===== src/hw/rtl/terminal_escape_sequence_parser_macros.svh =====
// Assertion macros for the terminal escape-sequence parser.
// No dependencies; included by the modules that carry assertions.
`ifndef TERMINAL_ESCAPE_SEQUENCE_PARSER_MACROS_SVH
`define TERMINAL_ESCAPE_SEQUENCE_PARSER_MACROS_SVH

`ifndef SYNTHESIS
// prop must hold at every clock edge out of reset
`define TESP_ASSERT(label, clk, rst_n, prop) \
    label: assert property (@(posedge clk) disable iff (!rst_n) prop) \
        else $error("%m: property failed");
// expr must never be true out of reset
`define TESP_NEVER(label, clk, rst_n, expr) \
    label: assert property (@(posedge clk) disable iff (!rst_n) !(expr)) \
        else $error("%m: forbidden condition seen");
`else
`define TESP_ASSERT(label, clk, rst_n, prop)
`define TESP_NEVER(label, clk, rst_n, expr)
`endif

`endif


===== src/hw/rtl/tesp_pkg.sv =====
// Shared types, constants and decode functions for the escape-sequence parser.
// No dependencies; used by every module of the block.
package tesp_pkg;

    localparam int CP_W        = 21;
    localparam int QUEUE_DEPTH = 4;
    localparam int APB_AW      = 3;
    localparam int APB_DW      = 32;

    // register map (index = paddr / 4)
    localparam logic REG_CHAR_MODE = 1'b0;

    // char_mode codes; code 3 masks like seven-bit
    localparam logic [1:0] MODE_FULL  = 2'd0;
    localparam logic [1:0] MODE_BYTE  = 2'd1;
    localparam logic [1:0] MODE_SEVEN = 2'd2;

    // notable code points
    localparam logic [CP_W-1:0] CH_CAN     = 21'h18;
    localparam logic [CP_W-1:0] CH_SUB     = 21'h1a;
    localparam logic [CP_W-1:0] CH_ESC     = 21'h1b;
    localparam logic [CP_W-1:0] CH_SPACE   = 21'h20;
    localparam logic [CP_W-1:0] CH_DIGIT0  = 21'h30;
    localparam logic [CP_W-1:0] CH_COLON   = 21'h3a;
    localparam logic [CP_W-1:0] CH_PRIV_LO = 21'h3c;
    localparam logic [CP_W-1:0] CH_UPPER   = 21'h40;
    localparam logic [CP_W-1:0] CH_P       = 21'h50;
    localparam logic [CP_W-1:0] CH_X       = 21'h58;
    localparam logic [CP_W-1:0] CH_LBRK    = 21'h5b;
    localparam logic [CP_W-1:0] CH_RBRK    = 21'h5d;
    localparam logic [CP_W-1:0] CH_CARET   = 21'h5e;
    localparam logic [CP_W-1:0] CH_UNDER   = 21'h5f;
    localparam logic [CP_W-1:0] CH_DEL     = 21'h7f;
    localparam logic [CP_W-1:0] CH_C1_LO   = 21'h80;
    localparam logic [CP_W-1:0] CH_C1_8F   = 21'h8f;
    localparam logic [CP_W-1:0] CH_DCS     = 21'h90;
    localparam logic [CP_W-1:0] CH_C1_91   = 21'h91;
    localparam logic [CP_W-1:0] CH_C1_97   = 21'h97;
    localparam logic [CP_W-1:0] CH_SOS     = 21'h98;
    localparam logic [CP_W-1:0] CH_C1_99   = 21'h99;
    localparam logic [CP_W-1:0] CH_C1_9A   = 21'h9a;
    localparam logic [CP_W-1:0] CH_CSI     = 21'h9b;
    localparam logic [CP_W-1:0] CH_ST      = 21'h9c;
    localparam logic [CP_W-1:0] CH_OSC     = 21'h9d;
    localparam logic [CP_W-1:0] CH_PM      = 21'h9e;
    localparam logic [CP_W-1:0] CH_APC     = 21'h9f;

    typedef enum logic [3:0] {
        ST_GROUND     = 4'd0,
        ST_ESC        = 4'd1,
        ST_ESC_INT    = 4'd2,
        ST_CSI_ENTRY  = 4'd3,
        ST_CSI_PARAM  = 4'd4,
        ST_CSI_INT    = 4'd5,
        ST_CSI_IGNORE = 4'd6,
        ST_DCS_ENTRY  = 4'd7,
        ST_DCS_PARAM  = 4'd8,
        ST_DCS_INT    = 4'd9,
        ST_DCS_PASS   = 4'd10,
        ST_DCS_IGNORE = 4'd11,
        ST_OSC_STRING = 4'd12,
        ST_ST_IGNORE  = 4'd13
    } state_t;

    typedef enum logic [3:0] {
        ACT_NONE        = 4'd0,
        ACT_IGNORE      = 4'd1,
        ACT_PRINT       = 4'd2,
        ACT_EXECUTE     = 4'd3,
        ACT_CLEAR       = 4'd4,
        ACT_COLLECT     = 4'd5,
        ACT_PARAM       = 4'd6,
        ACT_ESC_DISP    = 4'd7,
        ACT_CSI_DISP    = 4'd8,
        ACT_DCS_START   = 4'd9,
        ACT_DCS_COLLECT = 4'd10,
        ACT_DCS_END     = 4'd11,
        ACT_OSC_START   = 4'd12,
        ACT_OSC_COLLECT = 4'd13,
        ACT_OSC_END     = 4'd14
    } act_t;

    // character classes; G_* act from any state
    typedef enum logic [4:0] {
        CL_G_EXEC,   // CAN, SUB, plain C1 controls
        CL_G_ESC,    // ESC
        CL_G_SOS,    // SOS, PM, APC
        CL_G_DCS,    // 8-bit DCS
        CL_G_OSC,    // 8-bit OSC
        CL_G_CSI,    // 8-bit CSI
        CL_C0,       // other C0 controls
        CL_INTER,    // 0x20-0x2f
        CL_PARAM,    // digits and ';'
        CL_COLON,    // ':'
        CL_PRIV,     // 0x3c-0x3f
        CL_DCS_P,    // 'P'
        CL_CSI_B,    // '['
        CL_OSC_B,    // ']'
        CL_SOS_B,    // 'X', '^', '_'
        CL_FINAL,    // rest of 0x40-0x7e
        CL_DEL,      // 0x7f
        CL_HIGH      // 0xa0 and above
    } cls_t;

    typedef struct packed {
        cls_t            cls;
        logic [CP_W-1:0] ch;
    } entry_t;

    typedef struct packed {
        logic   moves;
        state_t to;
        act_t   act;
    } step_t;

    function automatic logic [CP_W-1:0] mask_char(logic [CP_W-1:0] c, logic [1:0] mode);
        logic [CP_W-1:0] r;
        case (mode)
            MODE_FULL: r = c;
            MODE_BYTE: r = {{(CP_W-8){1'b0}}, c[7:0]};
            default:   r = {{(CP_W-7){1'b0}}, c[6:0]};
        endcase
        return r;
    endfunction

    function automatic cls_t classify(logic [CP_W-1:0] c);
        cls_t r;
        if (c == CH_CAN || c == CH_SUB || (c >= CH_C1_LO && c <= CH_C1_8F) ||
            (c >= CH_C1_91 && c <= CH_C1_97) || c == CH_C1_99 || c == CH_C1_9A ||
            c == CH_ST)
            r = CL_G_EXEC;
        else if (c == CH_ESC)
            r = CL_G_ESC;
        else if (c == CH_SOS || c == CH_PM || c == CH_APC)
            r = CL_G_SOS;
        else if (c == CH_DCS)
            r = CL_G_DCS;
        else if (c == CH_OSC)
            r = CL_G_OSC;
        else if (c == CH_CSI)
            r = CL_G_CSI;
        else if (c < CH_SPACE)
            r = CL_C0;
        else if (c < CH_DIGIT0)
            r = CL_INTER;
        else if (c == CH_COLON)
            r = CL_COLON;
        else if (c < CH_PRIV_LO)
            r = CL_PARAM;
        else if (c < CH_UPPER)
            r = CL_PRIV;
        else if (c == CH_P)
            r = CL_DCS_P;
        else if (c == CH_LBRK)
            r = CL_CSI_B;
        else if (c == CH_RBRK)
            r = CL_OSC_B;
        else if (c == CH_X || c == CH_CARET || c == CH_UNDER)
            r = CL_SOS_B;
        else if (c < CH_DEL)
            r = CL_FINAL;
        else if (c == CH_DEL)
            r = CL_DEL;
        else
            r = CL_HIGH;
        return r;
    endfunction

    function automatic step_t go(state_t to, act_t act);
        step_t r;
        r.moves = 1'b1;
        r.to    = to;
        r.act   = act;
        return r;
    endfunction

    function automatic step_t stay(act_t act);
        step_t r;
        r.moves = 1'b0;
        r.to    = ST_GROUND;
        r.act   = act;
        return r;
    endfunction

    function automatic act_t entry_of(state_t s);
        act_t r;
        case (s)
            ST_ESC, ST_CSI_ENTRY, ST_DCS_ENTRY: r = ACT_CLEAR;
            ST_DCS_PASS:                        r = ACT_DCS_START;
            ST_OSC_STRING:                      r = ACT_OSC_START;
            default:                            r = ACT_NONE;
        endcase
        return r;
    endfunction

    function automatic act_t exit_of(state_t s);
        act_t r;
        case (s)
            ST_DCS_PASS:   r = ACT_DCS_END;
            ST_OSC_STRING: r = ACT_OSC_END;
            default:       r = ACT_NONE;
        endcase
        return r;
    endfunction

    // one transition: global controls first, then the state's own table
    function automatic step_t decide(cls_t cl, state_t s);
        step_t r;
        r = stay(ACT_IGNORE);
        case (cl)
            CL_G_EXEC: r = go(ST_GROUND, ACT_EXECUTE);
            CL_G_ESC:  r = go(ST_ESC, ACT_NONE);
            CL_G_SOS:  r = go(ST_ST_IGNORE, ACT_NONE);
            CL_G_DCS:  r = go(ST_DCS_ENTRY, ACT_NONE);
            CL_G_OSC:  r = go(ST_OSC_STRING, ACT_NONE);
            CL_G_CSI:  r = go(ST_CSI_ENTRY, ACT_NONE);
            default:
            begin
                case (s)
                    ST_ESC:
                    begin
                        case (cl)
                            CL_DCS_P: r = go(ST_DCS_ENTRY, ACT_NONE);
                            CL_CSI_B: r = go(ST_CSI_ENTRY, ACT_NONE);
                            CL_OSC_B: r = go(ST_OSC_STRING, ACT_NONE);
                            CL_SOS_B: r = go(ST_ST_IGNORE, ACT_NONE);
                            CL_DEL:   r = stay(ACT_IGNORE);
                            CL_C0:    r = stay(ACT_EXECUTE);
                            CL_PARAM, CL_COLON, CL_PRIV, CL_FINAL:
                                      r = go(ST_GROUND, ACT_ESC_DISP);
                            default:  r = go(ST_ESC_INT, ACT_COLLECT);
                        endcase
                    end
                    ST_ESC_INT:
                    begin
                        case (cl)
                            CL_C0:             r = stay(ACT_EXECUTE);
                            CL_DEL:            r = stay(ACT_IGNORE);
                            CL_INTER, CL_HIGH: r = stay(ACT_COLLECT);
                            default:           r = go(ST_GROUND, ACT_ESC_DISP);
                        endcase
                    end
                    ST_CSI_ENTRY:
                    begin
                        case (cl)
                            CL_COLON: r = go(ST_CSI_IGNORE, ACT_NONE);
                            CL_DEL:   r = stay(ACT_IGNORE);
                            CL_C0:    r = stay(ACT_EXECUTE);
                            CL_INTER: r = go(ST_CSI_INT, ACT_COLLECT);
                            CL_PARAM: r = go(ST_CSI_PARAM, ACT_PARAM);
                            CL_PRIV:  r = go(ST_CSI_PARAM, ACT_COLLECT);
                            CL_HIGH:  r = go(ST_CSI_IGNORE, ACT_NONE);
                            default:  r = go(ST_GROUND, ACT_CSI_DISP);
                        endcase
                    end
                    ST_CSI_PARAM:
                    begin
                        case (cl)
                            CL_DEL:   r = stay(ACT_IGNORE);
                            CL_C0:    r = stay(ACT_EXECUTE);
                            CL_INTER: r = go(ST_CSI_INT, ACT_COLLECT);
                            CL_PARAM: r = stay(ACT_PARAM);
                            CL_COLON, CL_PRIV, CL_HIGH:
                                      r = go(ST_CSI_IGNORE, ACT_NONE);
                            default:  r = go(ST_GROUND, ACT_CSI_DISP);
                        endcase
                    end
                    ST_CSI_INT:
                    begin
                        case (cl)
                            CL_C0:    r = stay(ACT_EXECUTE);
                            CL_INTER: r = stay(ACT_COLLECT);
                            CL_DEL:   r = stay(ACT_IGNORE);
                            CL_PARAM, CL_COLON, CL_PRIV, CL_HIGH:
                                      r = go(ST_CSI_IGNORE, ACT_NONE);
                            default:  r = go(ST_GROUND, ACT_CSI_DISP);
                        endcase
                    end
                    ST_CSI_IGNORE:
                    begin
                        case (cl)
                            CL_C0:   r = stay(ACT_EXECUTE);
                            CL_FINAL, CL_DCS_P, CL_CSI_B, CL_OSC_B, CL_SOS_B:
                                     r = go(ST_GROUND, ACT_NONE);
                            default: r = stay(ACT_IGNORE);
                        endcase
                    end
                    ST_DCS_ENTRY:
                    begin
                        case (cl)
                            CL_COLON:      r = go(ST_DCS_IGNORE, ACT_NONE);
                            CL_DEL, CL_C0: r = stay(ACT_IGNORE);
                            CL_INTER:      r = go(ST_DCS_INT, ACT_COLLECT);
                            CL_PARAM:      r = go(ST_DCS_PARAM, ACT_PARAM);
                            CL_PRIV:       r = go(ST_DCS_PARAM, ACT_COLLECT);
                            default:       r = go(ST_DCS_PASS, ACT_NONE);
                        endcase
                    end
                    ST_DCS_PARAM:
                    begin
                        case (cl)
                            CL_DEL, CL_C0:     r = stay(ACT_IGNORE);
                            CL_INTER:          r = go(ST_DCS_INT, ACT_COLLECT);
                            CL_PARAM:          r = stay(ACT_PARAM);
                            CL_COLON, CL_PRIV: r = go(ST_DCS_IGNORE, ACT_NONE);
                            default:           r = go(ST_DCS_PASS, ACT_NONE);
                        endcase
                    end
                    ST_DCS_INT:
                    begin
                        case (cl)
                            CL_DEL, CL_C0: r = stay(ACT_IGNORE);
                            CL_INTER:      r = stay(ACT_COLLECT);
                            CL_PARAM, CL_COLON, CL_PRIV:
                                           r = go(ST_DCS_IGNORE, ACT_NONE);
                            default:       r = go(ST_DCS_PASS, ACT_NONE);
                        endcase
                    end
                    ST_DCS_PASS:
                    begin
                        case (cl)
                            CL_DEL:  r = stay(ACT_IGNORE);
                            default: r = stay(ACT_DCS_COLLECT);
                        endcase
                    end
                    ST_OSC_STRING:
                    begin
                        case (cl)
                            CL_C0:   r = stay(ACT_IGNORE);
                            default: r = stay(ACT_OSC_COLLECT);
                        endcase
                    end
                    ST_DCS_IGNORE, ST_ST_IGNORE:
                    begin
                        r = stay(ACT_IGNORE);
                    end
                    default:
                    begin
                        // ground
                        case (cl)
                            CL_C0:   r = stay(ACT_EXECUTE);
                            default: r = stay(ACT_PRINT);
                        endcase
                    end
                endcase
            end
        endcase
        return r;
    endfunction

endpackage


===== src/hw/rtl/tesp_front.sv =====
// Front end: mode register on the APB port, masking and classification
// of incoming code points. Depends on tesp_pkg.
module tesp_front
(
    input  logic                           clk,
    input  logic                           rst_n,
    input  logic                           psel,
    input  logic                           penable,
    input  logic                           pwrite,
    input  logic [tesp_pkg::APB_AW-1:0]    paddr,
    input  logic [tesp_pkg::APB_DW-1:0]    pwdata,
    output logic [tesp_pkg::APB_DW-1:0]    prdata,
    output logic                           pready,
    input  logic                           push,
    input  logic [tesp_pkg::CP_W-1:0]      code_point,
    input  logic                           q_full,
    output logic                           wr_en,
    output tesp_pkg::entry_t               wr_data
);

    logic [1:0] char_mode_reg;
    logic [1:0] char_mode_next;
    logic       reg_idx;
    logic       cfg_wr;
    logic [tesp_pkg::CP_W-1:0] ch;

    assign pready  = 1'b1;
    assign reg_idx = paddr[2];
    assign cfg_wr  = psel & penable & pwrite;

    always_comb
    begin
        char_mode_next = char_mode_reg;
        if (cfg_wr && reg_idx == tesp_pkg::REG_CHAR_MODE)
        begin
            char_mode_next = pwdata[1:0];
        end
    end

    always_comb
    begin
        prdata = '0;
        if (reg_idx == tesp_pkg::REG_CHAR_MODE)
        begin
            prdata = {{(tesp_pkg::APB_DW-2){1'b0}}, char_mode_reg};
        end
    end

    always_ff @(posedge clk or negedge rst_n)
    begin
        if (!rst_n)
        begin
            char_mode_reg <= tesp_pkg::MODE_FULL;
        end
        else
        begin
            char_mode_reg <= char_mode_next;
        end
    end

    assign ch          = tesp_pkg::mask_char(code_point, char_mode_reg);
    assign wr_en       = push & ~q_full;
    assign wr_data.ch  = ch;
    assign wr_data.cls = tesp_pkg::classify(ch);

endmodule


===== src/hw/rtl/tesp_queue.sv =====
// Short queue of classified characters between front and back end.
// Depends on tesp_pkg and the assertion macro header.
`include "terminal_escape_sequence_parser_macros.svh"

module tesp_queue
#(
    parameter int DEPTH = tesp_pkg::QUEUE_DEPTH
)
(
    input  logic             clk,
    input  logic             rst_n,
    input  logic             wr_en,
    input  tesp_pkg::entry_t wr_data,
    output logic             full,
    output logic             rd_valid,
    input  logic             rd_en,
    output tesp_pkg::entry_t rd_data
);

    localparam int PTR_W = $clog2(DEPTH);
    localparam int CNT_W = $clog2(DEPTH + 1);

    tesp_pkg::entry_t mem [DEPTH];

    logic [PTR_W-1:0] wr_ptr_reg, wr_ptr_next;
    logic [PTR_W-1:0] rd_ptr_reg, rd_ptr_next;
    logic [CNT_W-1:0] count_reg, count_next;

    function automatic logic [PTR_W-1:0] bump(logic [PTR_W-1:0] p);
        logic [PTR_W-1:0] r;
        if (p == PTR_W'(DEPTH - 1))
            r = '0;
        else
            r = p + 1'b1;
        return r;
    endfunction

    assign full     = (count_reg == CNT_W'(DEPTH));
    assign rd_valid = (count_reg != '0);
    assign rd_data  = mem[rd_ptr_reg];

    always_comb
    begin
        wr_ptr_next = wr_en ? bump(wr_ptr_reg) : wr_ptr_reg;
        rd_ptr_next = rd_en ? bump(rd_ptr_reg) : rd_ptr_reg;
        count_next  = count_reg;
        if (wr_en && !rd_en)
            count_next = count_reg + 1'b1;
        else if (rd_en && !wr_en)
            count_next = count_reg - 1'b1;
    end

    always_ff @(posedge clk or negedge rst_n)
    begin
        if (!rst_n)
        begin
            wr_ptr_reg <= '0;
            rd_ptr_reg <= '0;
            count_reg  <= '0;
        end
        else
        begin
            wr_ptr_reg <= wr_ptr_next;
            rd_ptr_reg <= rd_ptr_next;
            count_reg  <= count_next;
        end
    end

    always_ff @(posedge clk)
    begin
        if (wr_en)
        begin
            mem[wr_ptr_reg] <= wr_data;
        end
    end

    `TESP_NEVER(a_q_overfill, clk, rst_n, count_reg > CNT_W'(DEPTH))
    `TESP_NEVER(a_q_pop_empty, clk, rst_n, rd_en && (count_reg == '0))
    `TESP_ASSERT(a_q_count_up, clk, rst_n, (wr_en && !rd_en) |=> (count_reg == $past(count_reg) + 1'b1))

endmodule


===== src/hw/rtl/tesp_back.sv =====
// Back end: parser state register, transition decode and result register.
// Depends on tesp_pkg and the assertion macro header.
`include "terminal_escape_sequence_parser_macros.svh"

module tesp_back
(
    input  logic                      clk,
    input  logic                      rst_n,
    input  logic                      q_valid,
    input  tesp_pkg::entry_t          q_data,
    output logic                      q_rd,
    output logic                      empty,
    input  logic                      pop,
    output logic [3:0]                exit_act,
    output logic [3:0]                main_act,
    output logic [3:0]                entry_act,
    output logic [tesp_pkg::CP_W-1:0] char_out,
    output logic [3:0]                next_state
);

    tesp_pkg::state_t state_reg, state_next;
    logic             out_valid_reg, out_valid_next;

    tesp_pkg::act_t   exit_act_reg, exit_act_next;
    tesp_pkg::act_t   main_act_reg, main_act_next;
    tesp_pkg::act_t   entry_act_reg, entry_act_next;
    logic [tesp_pkg::CP_W-1:0] char_out_reg, char_out_next;
    tesp_pkg::state_t next_state_reg, next_state_next;

    tesp_pkg::step_t  step;
    logic             take;

    // result slot is free, or is being drained this cycle
    assign take = q_valid & (~out_valid_reg | pop);
    assign q_rd = take;
    assign step = tesp_pkg::decide(q_data.cls, state_reg);

    always_comb
    begin
        exit_act_next   = tesp_pkg::ACT_NONE;
        entry_act_next  = tesp_pkg::ACT_NONE;
        next_state_next = state_reg;
        main_act_next   = step.act;
        char_out_next   = q_data.ch;
        if (step.moves)
        begin
            exit_act_next   = tesp_pkg::exit_of(state_reg);
            entry_act_next  = tesp_pkg::entry_of(step.to);
            next_state_next = step.to;
        end
    end

    always_comb
    begin
        state_next     = take ? next_state_next : state_reg;
        out_valid_next = take | (out_valid_reg & ~pop);
    end

    always_ff @(posedge clk or negedge rst_n)
    begin
        if (!rst_n)
        begin
            state_reg     <= tesp_pkg::ST_GROUND;
            out_valid_reg <= 1'b0;
        end
        else
        begin
            state_reg     <= state_next;
            out_valid_reg <= out_valid_next;
        end
    end

    always_ff @(posedge clk)
    begin
        if (take)
        begin
            exit_act_reg   <= exit_act_next;
            main_act_reg   <= main_act_next;
            entry_act_reg  <= entry_act_next;
            char_out_reg   <= char_out_next;
            next_state_reg <= next_state_next;
        end
    end

    assign empty      = ~out_valid_reg;
    assign exit_act   = exit_act_reg;
    assign main_act   = main_act_reg;
    assign entry_act  = entry_act_reg;
    assign char_out   = char_out_reg;
    assign next_state = next_state_reg;

    `TESP_ASSERT(a_result_tracks_state, clk, rst_n, take |=> (next_state_reg == state_reg))
    `TESP_ASSERT(a_stay_holds_state, clk, rst_n, (take && !step.moves) |=> (state_reg == $past(state_reg)))
    `TESP_ASSERT(a_osc_entry_dest, clk, rst_n, (out_valid_reg && entry_act_reg == tesp_pkg::ACT_OSC_START) |-> (next_state_reg == tesp_pkg::ST_OSC_STRING))

endmodule


===== src/hw/rtl/terminal_escape_sequence_parser.sv =====
// Top level of the terminal escape-sequence parser.
// Depends on tesp_pkg, tesp_front, tesp_queue and tesp_back.
//
//   channel   handshake             payload
//   -------   --------------------  ------------------------------------------
//   input     push / full           code_point
//   result    empty / pop           exit_act, main_act, entry_act, char_out,
//                                   next_state
//   config    APB psel/penable      char_mode at byte address 0
//
// One code point in and one result out per clock when nothing stalls.
// A word passes through the combinational classify stage into the queue, then
// through the transition decode into the result register.
// The parser state is a single register updated as each word leaves the
// queue, so consecutive words chain through it at full rate.
// Reset (rst_n low, asynchronous) empties the queue and the result slot,
// puts the parser in ground and char_mode to full code point.
// A stalled result side fills the queue; full rises only when QUEUE_DEPTH
// words wait behind the held result.
module terminal_escape_sequence_parser
#(
    parameter int QUEUE_DEPTH = tesp_pkg::QUEUE_DEPTH
)
(
    input  logic                           clk,
    input  logic                           rst_n,
    // APB configuration port
    input  logic                           psel,
    input  logic                           penable,
    input  logic                           pwrite,
    input  logic [tesp_pkg::APB_AW-1:0]    paddr,
    input  logic [tesp_pkg::APB_DW-1:0]    pwdata,
    output logic [tesp_pkg::APB_DW-1:0]    prdata,
    output logic                           pready,
    // input words
    input  logic                           push,
    output logic                           full,
    input  logic [tesp_pkg::CP_W-1:0]      code_point,
    // result words
    output logic                           empty,
    input  logic                           pop,
    output logic [3:0]                     exit_act,
    output logic [3:0]                     main_act,
    output logic [3:0]                     entry_act,
    output logic [tesp_pkg::CP_W-1:0]      char_out,
    output logic [3:0]                     next_state
);

    logic             q_wr;
    logic             q_full;
    logic             q_valid;
    logic             q_rd;
    tesp_pkg::entry_t q_wdata;
    tesp_pkg::entry_t q_rdata;

    assign full = q_full;

    // masking by char_mode and character classification
    tesp_front u_front
    (
        .clk        (clk),
        .rst_n      (rst_n),
        .psel       (psel),
        .penable    (penable),
        .pwrite     (pwrite),
        .paddr      (paddr),
        .pwdata     (pwdata),
        .prdata     (prdata),
        .pready     (pready),
        .push       (push),
        .code_point (code_point),
        .q_full     (q_full),
        .wr_en      (q_wr),
        .wr_data    (q_wdata)
    );

    // decouples the classify stage from result back-pressure
    tesp_queue #(
        .DEPTH (QUEUE_DEPTH)
    ) u_queue
    (
        .clk      (clk),
        .rst_n    (rst_n),
        .wr_en    (q_wr),
        .wr_data  (q_wdata),
        .full     (q_full),
        .rd_valid (q_valid),
        .rd_en    (q_rd),
        .rd_data  (q_rdata)
    );

    // state transition and result register
    tesp_back u_back
    (
        .clk        (clk),
        .rst_n      (rst_n),
        .q_valid    (q_valid),
        .q_data     (q_rdata),
        .q_rd       (q_rd),
        .empty      (empty),
        .pop        (pop),
        .exit_act   (exit_act),
        .main_act   (main_act),
        .entry_act  (entry_act),
        .char_out   (char_out),
        .next_state (next_state)
    );

endmodule


===== config.mk =====
export PLATFORM = sky130hd
export DESIGN_NAME = terminal_escape_sequence_parser
export DESIGN_NICKNAME = d
export VERILOG_FILES = /design/src/hw/rtl/tesp_pkg.sv /design/src/hw/rtl/tesp_front.sv /design/src/hw/rtl/tesp_queue.sv /design/src/hw/rtl/tesp_back.sv /design/src/hw/rtl/terminal_escape_sequence_parser.sv
export VERILOG_INCLUDE_DIRS = /design/src /design/src/hw/rtl
export SDC_FILE = /design/constraint.sdc
export NUM_CORES = 1
export LEC_CHECK = 0
export BUFFER_PORTS_ARGS = -buffer_cell sky130_fd_sc_hd__buf_2
export CAP_MARGIN = 5
export CORE_MARGIN = 2
export CORE_UTILIZATION = 40
export CTS_BUF_LIST = sky130_fd_sc_hd__clkbuf_8
export DETAILED_ROUTE_END_ITERATION = 10
export PLACE_DENSITY_LB_ADDON = 0.3
export SKIP_CTS_REPAIR_TIMING = 1
export SLEW_MARGIN = 20
export SYNTH_ARGS = -nofsm -noshare
export SYNTH_HDL_FRONTEND = slang
export SYNTH_SLANG_ARGS = --single-unit

===== constraint.sdc =====
create_clock -name clk -period 4.3 [get_ports clk]
set_input_delay 0.645 -clock clk [delete_from_list [all_inputs] [get_ports clk]]
set_output_delay 0.645 -clock clk [all_outputs]
set_load 0.02 [all_outputs]

==> run_results.csv, run 1 <==
group,metric,value,unit
run,cap_violations,0,
critical_path,reg2reg_slack,0.67,ns
detailed_routing,wire_per_inst,19.0,um
critical_path,end_kind,"flop",
critical_path,critPathBufInv,0,
sta,tightest_slew,0.797,ns
cts,root_buffer,"clkbuf_8",
floorplan,pin_count,135,
cts,clkSinkCount,153,
grt,grt_pass1_wl,27.7,mm
critical_path,crit_path_max_fanout,11,
logic_synthesis,synth_edf_count,139,
critical_path,arrival,3.84,ns
logic_synthesis,synthesis.area,0.00781,mm^2
cts,numCtsBuffers,17,
logic_synthesis,synth_top_area_share,53.4,%
critical_path,path_cells,"mux4_2 > ha_1 > or2_2 > nand3b_1 > o21ai_0 > a21oi_1 > a22oi_1 > nor2_1 > nor2_4 > mux2_1",
critical_path,critPathSlowestCell,"mux4_2",
logic_synthesis,yosys.cell_count.top_type,"edfxtp_1",
logic_synthesis,ys_types,79,
cts,cts.clk_slew.worst_paths,0.09,ns
floorplan,die_w,144,um
sta,drv_slew,0,
sta,hold_violations,0,
cts,clkLatencyLatePin,0.45,ns
cells_and_area,num-fill-cells,1744,
sta,max_slew_margin,46.9,%
logic_synthesis,synthTopCellsByArea,"edfxtp_1 53%, mux4_2 8.7%, dfrtp_1 4.5%",
cells_and_area,syn_to_final_growth,11.2,%
grt,grt_pass1_vias,5003,
cells_and_area,drive_above_1_share,24.6,%
pwr,power_density,742,mW/mm^2
logic_synthesis,ys_top_cells_by_count,"139 x edfxtp_1, 40 x nor2_1, 33 x buf_4, 33 x nand2_1, 30 x mux4_2",
sta,fmax,276,MHz
critical_path,path_class,"flop to flop",
detailed_routing,vias,5065,
logic_synthesis,synth_seq_cells,153,
pwr,vdd_drop_max,0.348,mV
cts,h-tree-depth,4,
cells_and_area,nets,737,
floorplan,die_h,144,um
sta,rsz0062_at_grt,"no",
critical_path,required,4.51,ns
placement,port_buffers,70,
logic_synthesis,seq_area_frac_synth,57.9,%
logic_synthesis,postSynthAreaPerCell,13.0,um^2
detailed_routing,viasPerCell,5.39,
floorplan,die_area,0.0207,mm^2
outcome,status,"complete, no violations",
floorplan,start_util,40.4,%
grt,grt_max_degree,33,
pwr,leakagePower,3.13,nW
critical_path,path_delay_family,"simple AND/OR/NAND/NOR gates",
sta,finClkSkew,0.0143,ns
cells_and_area,antennaDiodeCount,0,
critical_path,start_kind,"flop",
placement,dp_hpwl,12.2,mm
detailed_routing,drt_pass1_iterations,5,
placement,preCtsSetupSlack,0.691,ns
placement,gp_congestion,0.900,
logic_synthesis,synthFlopType,"edfxtp_1",
logic_synthesis,async_reset_ff_share,9.15,%
detailed_routing,ant_nets,0,
hold_path,min_path_type,"primary input to async pin",
sta,setup_viol,0,
floorplan,coreArea,0.0193,mm^2
floorplan,fp-row-count,51,
sta,final.period_utilization,84.4,%
sta,setup_tns,0,ns
critical_path,critPathMaxStageDelay,0.59,ns
sta,finalWorstSetupSlack,0.671,ns
detailed_routing,drt-total-wl,17.8,mm
cts,cts.path.max_buffers,2,
logic_synthesis,yosys_warnings,0,
sta,post-route-min-period,3.63,ns
pwr,totalPowerFinal,6.44,mW
grt,grt_antenna_before_repair,0,
cells_and_area,largest_reg_flops,104,
grt,grt_overflow,0,
cts,tritoncts,"built",
detailed_routing,drt_iter0_markers,462,
logic_synthesis,synthCells,602,
logic_synthesis,yosysTopAreaCell,"edfxtp_1",
detailed_routing,drc_errors,0,
grt,grtUsageTotal,17.9,%
## per-layer routing
layer	track usage (%)	part of all wire, %
met5	0	0
met4	5.57	1.2
met3	3.67	5.0
met2	30.3	50
met1	23.4	44
## layout by cell type, fill, tap and decap left out, types with 4 or more instances in the layout
cell | synthesis | routed
edfxtp_1 | 139 | 139
clkbuf_8 | 0 | 17
ha_1 | 11 | 11
inv_1 | 16 | 15
mux4_2 | 30 | 30
nor2b_1 | 20 | 20
nand2_1 | 33 | 33
nor4_1 | 7 | 7
nor3_1 | 17 | 17
a211oi_1 | 4 | 4
buf_2 | 4 | 70
conb_1 | 2 | 32
xor2_1 | 4 | 4
and2_1 | 18 | 14
or2_2 | 4 | 4
dfrtp_1 | 14 | 13
o21ai_0 | 20 | 20
inv_6 | 0 | 5
a21o_1 | 5 | 5
nor2_1 | 40 | 40
a31oi_1 | 6 | 6
a21oi_1 | 28 | 28
nor3b_1 | 4 | 4
o22ai_1 | 6 | 6
mux2i_1 | 4 | 4
mux2_2 | 4 | 4
nand2b_1 | 13 | 13
buf_4 | 33 | 10
nand3_1 | 9 | 9
and2_2 | 0 | 4
o211ai_1 | 4 | 4
o21a_1 | 6 | 6
## where the power goes
group,internal [mW],switching (mW),total [mW],leakage (nW)
Combinational,1.08,1.81,2.89,1.45
Clock,0.575,0.546,1.12,0.206
Sequential,2.19,0.244,2.44,1.48
## per-stage QoR
stage	hold slack [ns]	utilization (%)	cell area [um^2]	std cells
2_1_floorplan	0.349	-	7920	632
3_3_place_gp	0.473	42.8	8280	908
3_5_place_dp	0.501	42.8	8280	908
4_1_cts	0.0844	44.9	8690	939
5_1_grt	0.0990	44.9	8690	939
6_report	0.0894	44.9	8690	939
## area by class of cell
class | count | area [um^2] | area share (%)
tap | 265 | 332 | 3.82
sequential | 153 | 4530 | 52.1
clock buffer | 17 | 234 | 2.69
multi-input combinational | 393 | 2940 | 33.8
inverter | 17 | 63.8 | 0.735
timing repair buffer | 80 | 425 | 4.90
clock inverter | 14 | 169 | 1.94
## logic make-up (layout without fill, tap and decap cells)
logic type	count (synthesis)	count (layout)	share of synthesized area, %
adders and majority gates	13	13	2.15
AOI/OAI and AO/OA	115	115	10.3
and+or+nand+nor	187	187	12.8
buffers and inverters	86	128	5.98
DFF	153	153	57.9
muxes	39	39	9.88
other	2	32	0.0962
xor gates and xnor gates	7	7	0.785
## final timing paths
check,startpoint,to,cells past startpoint
worst max-delay path,u_queue.rd_ptr_reg[0]$_DFFE_PN0P_,u_back.next_state[2]$_DFFE_PP_,10
worst min-delay path,rst_n,u_back.out_valid_reg$_DFF_PN0_,1
worst max register to register,u_queue.rd_ptr_reg[0]$_DFFE_PN0P_,u_back.next_state[2]$_DFFE_PP_,10
worst min register to register,u_queue.count_reg[2]$_DFFE_PN0P_,u_queue.count_reg[2]$_DFFE_PN0P_,1
max in group asynchronous,rst_n,u_queue.rd_ptr_reg[0]$_DFFE_PN0P_,1
min in group clk,pwdata[1],u_front.char_mode_reg[1]$_DFFE_PN0P_,2
(Power assumes the default switching activity.)
==> run 2, diff against run 1 <==
--- a/config.mk
+++ b/config.mk
@@ -6,6 +6,7 @@
 export SDC_FILE = /design/constraint.sdc
 export NUM_CORES = 1
 export LEC_CHECK = 0
+export ABC_AREA = 1
 export BUFFER_PORTS_ARGS = -buffer_cell sky130_fd_sc_hd__buf_2
 export CAP_MARGIN = 5
 export CORE_MARGIN = 2
==> constraint.sdc (replaced) <==
create_clock -name clk -period 2.99 [get_ports clk]
set_input_delay 0.4485 -clock clk [delete_from_list [all_inputs] [get_ports clk]]
set_output_delay 0.4485 -clock clk [all_outputs]
set_load 0.02 [all_outputs]
==> run_results.csv, run 2 <==
group,metric,value,unit
grt,grt_pass1_vias,5504,
floorplan,start_util,41.0,%
cts,root_buffer,"clkbuf_8",
cells_and_area,final_common_cell,"edfxtp_1",
cts,cts.clk_slew.worst_paths,0.09,ns
critical_path,path_class,"flop to flop",
cells_and_area,largest_reg_flops,104,
logic_synthesis,synth_seq_cells,153,
sta,finClkSkew,0.0117,ns
grt,grtUsageTotal,16.5,%
logic_synthesis,yosys_warnings,0,
pwr,power.internal,5.57,mW
sta,setup_viol,0,
logic_synthesis,async_reset_ff_share,9.15,%
grt,grt_max_degree,49,
cts,numCtsBuffers,17,
logic_synthesis,synth_edf_count,139,
cts,clkLatencyLatePin,0.45,ns
logic_synthesis,yosys.cell_count.top_type,"edfxtp_1",
critical_path,path_delay_family,"simple AND/OR/NAND/NOR gates",
logic_synthesis,synthCells,821,
critical_path,critPathBufInv,4,
cells_and_area,stdcell_count,1203,
detailed_routing,drt-total-wl,17.5,mm
floorplan,pin_count,135,
floorplan,coreArea,0.0196,mm^2
cells_and_area,syn_to_final_growth,15.0,%
cts,tritoncts,"built",
outcome,status,"complete, no violations",
pwr,power_frac_clock,16.1,%
cts,h-tree-depth,4,
pwr,comb_power_share,49.9,%
cells_and_area,drive_above_1_share,24.5,%
pwr,seq_power_share,34.1,%
sta,setup_tns,0,ns
critical_path,end_kind,"flop",
floorplan,die_w,146,um
sta,max_slew_margin,57.9,%
critical_path,arrival,2.97,ns
critical_path,critPathMaxStageDelay,0.44,ns
cells_and_area,final_cell_area,0.00924,mm^2
logic_synthesis,ys_types,47,
logic_synthesis,synthTopCellsByArea,"edfxtp_1 52%, nand2_1 6.0%, nor2_1 5.4%",
detailed_routing,drc_errors,0,
cts,cts.path.max_buffers,2,
cells_and_area,antennaDiodeCount,0,
placement,gp_congestion,0.889,
logic_synthesis,synth_top_area_share,52.0,%
sta,final.period_utilization,92.5,%
pwr,totalPowerFinal,9.94,mW
placement,dp_cells,1167,
run,cap_violations,0,
detailed_routing,drt_pass1_iterations,6,
critical_path,start_kind,"flop",
cells_and_area,final_cell_mix,"139 x edfxtp_1, 127 x nand2_1, 112 x nor2_1",
pwr,p_switching,4.37,mW
cells_and_area,nets,1000,
sta,tightest_slew,0.623,ns
detailed_routing,viasPerCell,4.85,
cts,clkSinkCount,153,
pwr,leakagePower,4.01,nW
logic_synthesis,postSynthAreaPerCell,9.78,um^2
critical_path,reg2reg_slack,0.22,ns
logic_synthesis,seq_area_frac_synth,56.3,%
cells_and_area,utilization,47.2,%
logic_synthesis,synthFlopType,"edfxtp_1",
placement,placed_area,0.00875,mm^2
floorplan,die_h,146,um
critical_path,critPathSlowestCell,"dfrtp_2",
critical_path,critPathLaunch,"u_queue.rd_ptr_reg[0]$_DFFE_PN0P_",
sta,hold_violations,0,
grt,grt_antenna_before_repair,0,
sta,drv_slew,0,
critical_path,required,3.20,ns
critical_path,path_cells,"clkbuf_2 > nand2_1 > a32oi_2 > inv_1 > ha_1 > o21ai_2 > nor2_2 > nor2_2 > nand2_1 > nand2_1 > nand3_2 > nor2_4 > nand3_4 > nand2_2 > inv_2 > nor2_2 > inv_2",
placement,dp_hpwl,11.7,mm
detailed_routing,drt_iter0_markers,456,
hold_path,min_path_type,"primary input to flop",
sta,finalWorstSetupSlack,0.223,ns
logic_synthesis,ys_top_cells_by_count,"139 x edfxtp_1, 128 x nand2_1, 116 x nor2_1",
detailed_routing,ant_nets,0,
floorplan,die_area,0.0212,mm^2
critical_path,worstReg2RegStart,"u_queue.rd_ptr_reg[0]$_DFFE_PN0P_",
logic_synthesis,yosysTopAreaCell,"edfxtp_1",
grt,grt_overflow,0,
sta,hold-worst-slack,0.194,ns
pwr,vdd_drop_max,0.461,mV
sta,post-route-min-period,2.77,ns
placement,port_buffers,70,
detailed_routing,vias,5838,
hold_path,hp-start,"pop",
placement,preCtsSetupSlack,-0.0455,ns
pwr,p_sw_share,44.0,%
critical_path,crit_path_max_fanout,6,
sta,fmax,361,MHz
detailed_routing,wire_per_inst,14.5,um
logic_synthesis,synthesis.area,0.00803,mm^2
grt,grt_pass1_wl,27.8,mm
floorplan,fp-row-count,51,
pwr,power_density,1080,mW/mm^2
[run 2: worst paths after layout]
check | endpoint | cells after the start
hold reg to reg | u_front.char_mode_reg[0]$_DFFE_PN0P_ | 2
setup reg to reg | u_back.exit_act[1]$_SDFFCE_PP0P_ | 17
setup / recovery | u_back.exit_act[1]$_SDFFCE_PP0P_ | 17
min in group asynchronous | u_back.out_valid_reg$_DFF_PN0_ | 2
hold / removal | u_back.out_valid_reg$_DFF_PN0_ | 2
max in group asynchronous | u_queue.rd_ptr_reg[0]$_DFFE_PN0P_ | 2
[run 2: cell type report]
cell class,count,area [um^2]
Timing Repair Buffer,109,659
Inverter,106,405
Fill cell,1869,10300
Clock buffer,17,234
Clock inverter,15,174
Sequential cell,153,4530
Multi-Input combinational cell,538,2910
Tap cell,265,332
[run 2: kinds of logic after synthesis]
logic type	Yosys count	synth area share, %
buf+inv	160	9.47
mux	1	0.140
other cells	2	0.0935
compound gates	131	9.24
simple gates	360	22.5
flops	153	56.3
xor+xnor	2	0.218
fa+ha+maj	12	1.96
[run 2: power by group through the flow]
stage                     Clock, mW  Combinational (mW)  Sequential (mW)
after detailed placement          0                4.85             3.44
after global routing           1.72                5.54             3.45
after CTS                      1.64                4.87             3.40
final                          1.60                4.96             3.39
after floorplan                   0                3.21             3.72
after global placement            0                4.81             3.43
[run 2: layer usage]
layer | wire length, um | track usage, % | vias to the layer above
met4 | 240 | 5.25 | 0
met3 | 802 | 3.10 | 17
met2 | 8380 | 27.1 | 154
met5 | 0 | 0 | -
met1 | 8070 | 22.1 | 2753
li1 | - | - | 2914
